--- config.mk ---
export PLATFORM = sky130hd
export DESIGN_NAME = ahfr_controller
export DESIGN_NICKNAME = d
export VERILOG_FILES = /design/src/design/ahfr_pkg.sv /design/src/design/ahfr_controller.sv
export SDC_FILE = /design/constraint.sdc
export NUM_CORES = 1
export LEC_CHECK = 0
export BUFFER_PORTS_ARGS = -buffer_cell sky130_fd_sc_hd__buf_4
export CAP_MARGIN = 0
export CORE_AREA = 3 3 40 42
export CTS_CLUSTER_DIAMETER = 120
export DETAILED_ROUTE_END_ITERATION = 12
export DIE_AREA = 0 0 43 45
export GPL_ROUTABILITY_DRIVEN = 1
export PLACE_DENSITY = 0.47
export SETUP_SLACK_MARGIN = 0.1
export SYNTH_ARGS = -nofsm -noshare
export SYNTH_HDL_FRONTEND = slang
export SYNTH_SLANG_ARGS = --single-unit
--- constraint.sdc ---
create_clock -name aclk -period 1.3 [get_ports aclk]
set_clock_uncertainty 0.05 [all_clocks]
set_input_delay 0.13 -clock aclk [delete_from_list [all_inputs] [get_ports aclk]]
set_output_delay 0.13 -clock aclk [all_outputs]
set_load 0.05 [all_outputs]
--- src/design/ahfr_pkg.sv ---
// Shared types, field widths and codes of the additive harmonic frame renderer
`timescale 1ns / 1ps

package ahfr_pkg;

    // field widths
    localparam int KIND_W     = 2;
    localparam int HIDX_W     = 8;
    localparam int COEF_W     = 16;
    localparam int POS_W      = 11;
    localparam int SAMPLE_W   = 24;
    localparam int PEAK_W     = 23;
    localparam int FSL_W      = 4;
    localparam int MAXH_W     = 9;
    localparam int CFG_IDX_W  = 1;
    localparam int CFG_DATA_W = 9;

    // transaction kinds
    localparam logic [KIND_W-1:0] KIND_LOAD   = 2'd0;
    localparam logic [KIND_W-1:0] KIND_SAMPLE = 2'd1;
    localparam logic [KIND_W-1:0] KIND_CLEAR  = 2'd2;

    // configuration register indexes and reset values
    localparam logic [CFG_IDX_W-1:0] CFG_FRAME_SIZE_LOG2 = 1'b0;
    localparam logic [CFG_IDX_W-1:0] CFG_MAX_HARMONICS   = 1'b1;
    localparam logic [FSL_W-1:0]     FSL_RESET           = 4'd11;
    localparam logic [MAXH_W-1:0]    MAXH_RESET          = 9'd256;

    // fixed point output conversion
    localparam int SAMPLE_MAX = 8388607;
    localparam int ROUND_HALF = 16384;
    localparam int FRAC_SHIFT = 15;

    typedef struct packed {
        logic [KIND_W-1:0]        kind;
        logic [HIDX_W-1:0]        harmonic_index;
        logic signed [COEF_W-1:0] sine_coef;
        logic signed [COEF_W-1:0] cosine_coef;
        logic [POS_W-1:0]         sample_index;
    } in_item_t;

    typedef struct packed {
        logic signed [SAMPLE_W-1:0] sample;
        logic [PEAK_W-1:0]          peak;
        logic                       saturated;
    } out_item_t;

    typedef enum logic [2:0] {
        ST_CLEAR,
        ST_IDLE,
        ST_MOD,
        ST_SETUP,
        ST_RUN,
        ST_DRAIN,
        ST_ROUND,
        ST_FINISH
    } ahfr_state_t;

    // controller to datapath
    typedef struct packed {
        logic load_we;
        logic peak_clear;
        logic clear_step;
        logic sample_start;
        logic mod_step;
        logic run_start;
        logic run_issue;
        logic round_en;
        logic load_out;
    } ahfr_cmd_t;

    // datapath to controller
    typedef struct packed {
        logic clear_last;
        logic mod_last;
        logic run_empty;
        logic run_last;
        logic pipe_busy;
        logic out_free;
    } ahfr_status_t;

endpackage

--- src/design/ahfr_controller.sv ---
// Controller: sequences clearing, loads and sample requests
`timescale 1ns / 1ps

module ahfr_controller (
    input  logic                         aclk,
    input  logic                         aresetn,
    input  logic                         s_valid,
    output logic                         s_ready,
    input  logic [ahfr_pkg::KIND_W-1:0]  s_kind,
    output ahfr_pkg::ahfr_cmd_t          cmd,
    input  ahfr_pkg::ahfr_status_t       status
);

    import ahfr_pkg::*;

    ahfr_state_t state_reg, state_next;

    // state register, reset starts the clearing pass
    always_ff @(posedge aclk) begin
        if (!aresetn) begin
            state_reg <= ST_CLEAR;
        end else begin
            state_reg <= state_next;
        end
    end

    // next state
    always_comb begin
        state_next = state_reg;
        unique case (state_reg)
            ST_CLEAR: begin
                if (status.clear_last) begin
                    state_next = ST_IDLE;
                end
            end
            ST_IDLE: begin
                if (s_valid) begin
                    unique case (s_kind)
                        KIND_SAMPLE: state_next = ST_MOD;
                        KIND_CLEAR:  state_next = ST_CLEAR;
                        default:     state_next = ST_IDLE;
                    endcase
                end
            end
            ST_MOD: begin
                if (status.mod_last) begin
                    state_next = ST_SETUP;
                end
            end
            ST_SETUP: begin
                state_next = status.run_empty ? ST_DRAIN : ST_RUN;
            end
            ST_RUN: begin
                if (status.run_last) begin
                    state_next = ST_DRAIN;
                end
            end
            ST_DRAIN: begin
                if (!status.pipe_busy) begin
                    state_next = ST_ROUND;
                end
            end
            ST_ROUND: begin
                state_next = ST_FINISH;
            end
            ST_FINISH: begin
                if (status.out_free) begin
                    state_next = ST_IDLE;
                end
            end
            default: state_next = ST_IDLE;
        endcase
    end

    // command outputs
    always_comb begin
        cmd     = '0;
        s_ready = 1'b0;
        unique case (state_reg)
            ST_CLEAR: cmd.clear_step = 1'b1;
            ST_IDLE: begin
                s_ready = 1'b1;
                if (s_valid) begin
                    unique case (s_kind)
                        KIND_LOAD:   cmd.load_we      = 1'b1;
                        KIND_SAMPLE: cmd.sample_start = 1'b1;
                        KIND_CLEAR:  cmd.peak_clear   = 1'b1;
                        default:     cmd              = '0;
                    endcase
                end
            end
            ST_MOD:    cmd.mod_step  = 1'b1;
            ST_SETUP:  cmd.run_start = 1'b1;
            ST_RUN:    cmd.run_issue = 1'b1;
            ST_DRAIN:  cmd           = '0;
            ST_ROUND:  cmd.round_en  = 1'b1;
            ST_FINISH: cmd.load_out  = status.out_free;
            default:   cmd           = '0;
        endcase
    end

endmodule

### After elaboration in Yosys (flattened, before gate mapping)

Index checks and enable logic that the tools add are counted.

| storage, ports and cells | value |
|---|---|
| register bits | 3 |
| bits of input ports | 11 |
| output and inout bits | 10 |
| logic and storage cells | 41 |

| cells by class | value |
|---|---|
| equality and inequality tests | 15 |
| multiplexer cells | 22 |
| reductions and logical operators | 3 |

Operators by type and width:

| operator | number |
|---|---|
| case mux 3 bit (8 select lines) | 1 |
| 2-to-1 mux 3 bit | 6 |
| equality test 3 bit (second input constant) | 4 |
| != test 2 bit (second input constant) | 6 |
| case mux 1 bit (2 select lines) | 6 |
| 2-to-1 mux 9 bit | 1 |
| equality test 3 x 2 -> 1 bit (second input constant) | 2 |
| 2-to-1 mux 1 bit | 6 |
| AND reduction 6 bit | 1 |
| case mux 2 bit (2 select lines) | 1 |
| equality test 3 x 1 -> 1 bit (second input constant) | 1 |
| zero test 3 bit | 1 |
| equality test 2 x 1 -> 1 bit (second input constant) | 1 |
| equality test 2 bit (second input constant) | 1 |
| zero test 2 bit | 1 |
| 2-to-1 mux 2 bit | 1 |

### Logic depth before layout (Yosys ltp)

Gate-level depths: netlist (run 1).

| depth | value |
|---|---|
| depth in word-level cells | 4 |
| depth in mapped cells | 5 |

### Worst setup path before layout (run 1)

OpenSTA, ideal clock, no wires.

| timing | value |
|---|---|
| path kind | register to output |
| from | register state_reg[0] |
| to | output port cmd[5] (netlist bit) |
| arrival | 2.236 ns |
| required time | 1.120 ns |
| path slack | -1.116 ns |
| cell stages (with the launch flop) | 5 |
| path buffers | 1 |
| cell sequence | dfxtp_1 buf_6 inv_1 nor3_1 and3_1 |

RTL lines:

| item | line | source |
|---|---|---|
| start: declaration | ahfr_controller.sv:16 | `ahfr_state_t state_reg, state_next;` |
| start signal: assignment | ahfr_controller.sv:23 | `state_reg <= state_next;` |
| end: declaration | ahfr_controller.sv:10 | `output ahfr_pkg::ahfr_cmd_t cmd,` |

==> results of run 1 <==
cell families after synthesis:
kind of cell	share of synthesized area [%]
simple gates	31.3
mux	3.70
compound gates	22.2
buf+inv	10.7
fa+ha+maj	12.3
flops	19.8
layout by cell type, fill, tap and decap left out, types with 3 or more instances in the layout:
master | netlist | layout
buf_8 | 0 | 7
a21oi_1 | 3 | 3
buf_4 | 0 | 19
and3_4 | 0 | 4
ha_1 | 3 | 3
nor2_4 | 0 | 3
buf_6 | 1 | 11
clkbuf_4 | 0 | 3
how the worst min path moves through the flow:
stage                                            to  slack (ps)     from  depth (start not counted)
after floorplan           state_reg[0]$_SDFFE_PN0P_         220  aresetn                          2
after global routing      state_reg[2]$_SDFFE_PN0P_         120  aresetn                          2
after detailed placement  state_reg[0]$_SDFFE_PN0P_         360  aresetn                          3
after global placement    state_reg[0]$_SDFFE_PN0P_         380  aresetn                          3
final                     state_reg[2]$_SDFFE_PN0P_         130  aresetn                          2
after CTS                 state_reg[0]$_SDFFE_PN0P_         110  aresetn                          3
through the flow:
stage	util (%)	TNS (ps)	area, µm²	total power [mW]	setup WS (ps)
after floorplan	-	-1030	364	0.200	-266
after global placement	43.3	0	557	0.256	54.7
after detailed placement	43.3	0	557	0.255	30.5
after CTS	57.0	-932	732	0.462	-156
after global routing	63.6	-1330	817	0.505	-182
final	63.6	-760	817	0.470	-126
layout make-up:
type / instances / area (µm²)
clock buffers: 4 / 26.3
fillers: 106 / 468
inverters: 3 / 13.8
multi-input cells: 31 / 298
flip-flops and latches: 3 / 68.8
well taps: 15 / 18.8
repair buffers: 38 / 392
layer usage:
metal / vias to the layer above / wire, µm / GRT usage (%)
li1: 222 / - / -
met1: 205 / 442 / 12.7
met2: 21 / 587 / 20.7
met3: 0 / 92 / 6.77
met4: 0 / 0 / 3.61
met5: - / 0 / 0
what timing repair did:
action	in CTS	in global routing
setup endpoints to repair	11	12
pin swaps	7	7
gates resized for setup	27	10
setup buffers	7	8
power by group through the flow:
stage	Sequential (mW)	Combinational [mW]	Clock (mW)
after floorplan	0.102	0.0979	0
after global placement	0.107	0.150	0
after detailed placement	0.106	0.149	0
after CTS	0.104	0.182	0.176
after global routing	0.105	0.212	0.188
final	0.104	0.198	0.167
worst max-delay path, cell delays in order (launching register included):
cell and delay (ps):
dfxtp_2 320, buf_6 130, nor3_4 210, and3_4 220, buf_8 140
==> impl_metrics.env, run 1 <==
export IMPL_min_period_over_period_pct=110
export IMPL_wl_per_cell_um=11.9
export IMPL_reg2reg_setup_slack_ps=-90
export IMPL_reg2reg_depth=5
export IMPL_final_nets=94
export IMPL_maxCapViolations=0
export IMPL_hpwlAfterDp_um=713
export IMPL_max_slew_margin_pct=82.7
export IMPL_ys_warn_count=0
export IMPL_yosysUniqueCellTypes=22
export IMPL_cts_max_level=1
export IMPL_synth_edf_count=0
export IMPL_start_util_pct=23.7
export IMPL_die_h_um=45
export IMPL_yosysSeqAreaShare_pct=19.8
export IMPL_setup_ws_ps=-126
export IMPL_p_int_uw=312
export IMPL_r2r_start="state_reg[1]$_SDFFE_PN0P_"
export IMPL_swShare_pct=33.5
export IMPL_drt_initial_drc_count=3
export IMPL_clockBufferDepth=2
export IMPL_ant_nets=0
export IMPL_synthDominantCellAreaShare_pct=19.8
export IMPL_power_frac_comb_pct=42.2
export IMPL_crit_path_max_fanout=5
export IMPL_tightest_slew_ps=256
export IMPL_die_area_um2=1940
export IMPL_firstDrtPassIters=2
export IMPL_synth_area_top_cells="dfxtp_1 20%, ha_1 12%, and3_1 8.2%, a21oi_1 4.9%, nor3b_1 4.9%"
export IMPL_overflow=0
export IMPL_synth_ff_type="dfxtp_1"
export IMPL_layout_min_cycle_time_ps=1430
export IMPL_antenna_found_initial=0
export IMPL_avgSynthCellArea_um2=7.60
export IMPL_r2r_end="state_reg[0]$_SDFFE_PN0P_"
export IMPL_status="complete, but fails checks"
export IMPL_fp_row_count=13
export IMPL_fmax_mhz=701
export IMPL_drt_wl_total_um=1120
export IMPL_worstSkewPairLatency_ps=240
export IMPL_ir_drop_v=0.000433
export IMPL_cts_num_sinks=3
export IMPL_clk_pin_slew_worst_paths_ps=40
export IMPL_synth_area_um2=304
export IMPL_rsz0062_at_grt="true"
export IMPL_syn_to_final_growth_pct=169
export IMPL_async_flop_share_pct=0
export IMPL_synth_top_area_cell="dfxtp_1"
export IMPL_cts_hold_buf=0
export IMPL_portBuffers=20
export IMPL_worst_setup_path_type="reg2out"
export IMPL_dp_cells=77
export IMPL_drive_gt1_share_pct=73.4
export IMPL_synth_seq_cells=3
export IMPL_cts_buffers=3
export IMPL_largest_reg_flops=3
export IMPL_synthCells=40
export IMPL_grt_pass1_wl_um=1740
export IMPL_yosysMostFrequentCell="and3_1"
export IMPL_die_x_um=43
export IMPL_failed_checks="setup timing"
export IMPL_power_switching_uw=157
export IMPL_fin_hold_ws_ps=130
export IMPL_gr_usage_all_layers_pct=12.1
export IMPL_cts_tree="built"
export IMPL_antennaDiodeCount=0
export IMPL_grt_max_degree=8
export IMPL_grt_pass1_vias=436
export IMPL_vias=448
export IMPL_critical_path_required_ps=1120
export IMPL_clkPwrFrac_pct=35.6
export IMPL_setup_viol=11
export IMPL_startpoint="state_reg[1]$_SDFFE_PN0P_"
export IMPL_power_leakage_nw=0.359
export IMPL_root_buffer="clkbuf_4"
export IMPL_final_cells=94
export IMPL_report_final_slew_viol_count=0
export IMPL_core_region_area_um2=1280
export IMPL_crit_arrival_ps=1250
export IMPL_setup_worst_path_end_class="output port"
export IMPL_finalHoldViolCount=0
export IMPL_viasPerCell=4.77
export IMPL_hp_class="in2reg"
export IMPL_drc=0
export IMPL_cp_endpoint="cmd[8]"
export IMPL_gp_congestion=0.695
export IMPL_synth_net_count=54
export IMPL_start_kind="register"
export IMPL_p_per_area_nw_per_um2=575
export IMPL_io_pin_count=21
export IMPL_seqPwrFrac_pct=22.2
No activity file was read; power rests on OpenSTA's default activity.
==> inputs of run 2 (changes only) <==
==> constraint.sdc (replaced) <==
create_clock -name aclk -period 1.3 [get_ports aclk]
set_clock_uncertainty 0.05 [all_clocks]
set_input_delay 0.13 -clock aclk [delete_from_list [all_inputs] [get_ports aclk]]
set_output_delay 0.13 -clock aclk [all_outputs]
set_load 0.1 [all_outputs]
==> run 2 against run 1 <==
Net effect: the flow still finishes with violations (setup timing); setup slack got worse by 9.9 ps; flip-flop and latch count unchanged; non-clock buffer count decreased by 3; die area unchanged; maximum frequency decreased by 0.69%; hold slack got worse by 17 ps; core utilization increased by 0.58 points; routed wire length decreased by 2.4%; combinational power increased by 35%; largest cell class unchanged; highest routed layer unchanged.
==> impl_metrics.env, run 2 (same netlist as run 1, synthesis figures left out) <==
export IMPL_drive_gt1_share_pct=76.3
export IMPL_max_slew_margin_pct=84.4
export IMPL_grt_pass1_wl_um=1740
export IMPL_p_int_uw=332
export IMPL_gp_congestion=0.661
export IMPL_seqPwrFrac_pct=19.1
export IMPL_ir_drop_v=0.000362
export IMPL_clockBufferDepth=2
export IMPL_portBuffers=20
export IMPL_startpoint="state_reg[1]$_SDFFE_PN0P_"
export IMPL_ant_nets=0
export IMPL_top_usage_layer="met2"
export IMPL_io_pin_count=21
export IMPL_gr_usage_all_layers_pct=12.3
export IMPL_fin_tns_setup_ps=-742
export IMPL_drc=0
export IMPL_wl_per_cell_um=12.0
export IMPL_r2r_start="state_reg[0]$_SDFFE_PN0P_"
export IMPL_grt_pass1_vias=428
export IMPL_start_util_pct=23.7
export IMPL_cts_max_level=1
export IMPL_syn_to_final_growth_pct=171
export IMPL_crit_path_max_fanout=8
export IMPL_final_nets=91
export IMPL_status="complete, but fails checks"
export IMPL_die_x_um=43
export IMPL_final_common_cell="buf_4"
export IMPL_die_area_um2=1940
export IMPL_r2r_end="state_reg[0]$_SDFFE_PN0P_"
export IMPL_critical_path_required_ps=1120
export IMPL_crit_arrival_ps=1260
export IMPL_grt_max_degree=14
export IMPL_min_period_over_period_pct=110
export IMPL_rsz0062_at_grt="true"
export IMPL_die_h_um=45
export IMPL_drt_wl_total_um=1100
export IMPL_slowest_stage="dfxtp_4"
export IMPL_cts_num_sinks=3
export IMPL_mostFrequentLayoutCells="23 x buf_4, 9 x buf_12, 4 x and3_4"
export IMPL_setup_viol=9
export IMPL_setup_worst_path_end_class="output port"
export IMPL_largest_reg_flops=3
export IMPL_use_met2_pct=18.0
export IMPL_fmax_mhz=696
export IMPL_start_kind="register"
export IMPL_clkPwrFrac_pct=31.2
export IMPL_root_buffer="clkbuf_4"
export IMPL_report_final_slew_viol_count=0
export IMPL_overflow=0
export IMPL_p_per_area_nw_per_um2=653
export IMPL_worst_setup_path_type="reg2out"
export IMPL_vias=418
export IMPL_antenna_found_initial=0
export IMPL_reg2reg_setup_slack_ps=10
export IMPL_finalHoldViolCount=0
export IMPL_power_switching_uw=207
export IMPL_power_frac_comb_pct=49.8
export IMPL_met1_usage_pct=14.3
export IMPL_failed_checks="setup timing"
export IMPL_antennaDiodeCount=0
export IMPL_swShare_pct=38.4
export IMPL_worstSkewPairLatency_ps=240
export IMPL_firstDrtPassIters=2
export IMPL_grt_util_met3_pct=5.18
export IMPL_hp_class="in2reg"
export IMPL_path_cells="nor3_4 > and3_4 > buf_12"
export IMPL_power_leakage_nw=0.352
export IMPL_cts_hold_buf=0
export IMPL_cts_tree="built"
export IMPL_critPathMaxStageDelay_ps=370
export IMPL_cts_buffers=3
export IMPL_drt_initial_drc_count=4
export IMPL_maxCapViolations=0
export IMPL_viasPerCell=4.59
export IMPL_cp_endpoint="cmd[8]"
export IMPL_core_region_area_um2=1280
export IMPL_power_uw=538
export IMPL_reg2reg_depth=4
export IMPL_fp_row_count=13
export IMPL_setup_ws_ps=-136
export IMPL_clk_pin_slew_worst_paths_ps=40
export IMPL_tightest_slew_ps=234
export IMPL_layout_min_cycle_time_ps=1440
## run 2: cell types whose count changed in the layout (fill, tap and decap cells not counted), sizes merged
cell	change
buf	-3
## run 2: routing by layer
metal  wire length, µm  part of all wire [%]  vias up
met4                 0                     0        0
met5                 0                     0        -
li1                  -                     -      219
met2               561                    51       13
met3                62                   5.7        0
met1               471                    43      186
## run 2: worst min-delay path by stage
stage | start | slack [ps] | end | cells past startpoint
floorplan | aresetn | 220 | state_reg[0]$_SDFFE_PN0P_ | 2
global placement | aresetn | 350 | state_reg[2]$_SDFFE_PN0P_ | 2
detailed placement | aresetn | 350 | state_reg[2]$_SDFFE_PN0P_ | 2
CTS | aresetn | 100 | state_reg[2]$_SDFFE_PN0P_ | 2
global route | aresetn | 120 | state_reg[1]$_SDFFE_PN0P_ | 2
finish | aresetn | 110 | state_reg[2]$_SDFFE_PN0P_ | 2
## run 2: what timing repair did
action | 4_1_cts | 5_1_grt
pin swaps | 6 | 6
resized for setup | 32 | 10
endpoints found under the setup margin | 12 | 12
setup buffers | 8 | 3
## run 2: per-stage QoR
step           setup WS, ps  cell area (µm²)  instances  hold WS, ps  util (%)
2_1_floorplan          -744              380         40          223         -
3_3_place_gp          -39.8              546         76          348      42.5
3_5_place_dp          -38.8              546         76          350      42.5
4_1_cts                -133              757         88         97.3      58.9
5_1_grt                -179              825         91          123      64.2
6_report               -136              825         91          112      64.2
## run 2: final cells by class
cell class                      instances  area [µm²]
Fill cell                             100         460
Timing Repair Buffer                   35         387
Multi-Input combinational cell         31         308
Sequential cell                         3        71.3
Clock buffer                            4        26.3
Tap cell                               15        18.8
Inverter                                3        13.8
## run 2: power by group through the flow
stage	sequential, mW	combinational (mW)	clock (mW)
floorplan	0.103	0.141	0
global placement	0.109	0.192	0
detailed placement	0.109	0.190	0
CTS	0.103	0.254	0.175
global route	0.104	0.281	0.186
finish	0.103	0.268	0.168
## run 2: worst max-delay path, delay by kind of cell (launching register included)
kind          cells  cell delay, ps
simple gates      2             480
flops             1             370
buf+inv           1             170
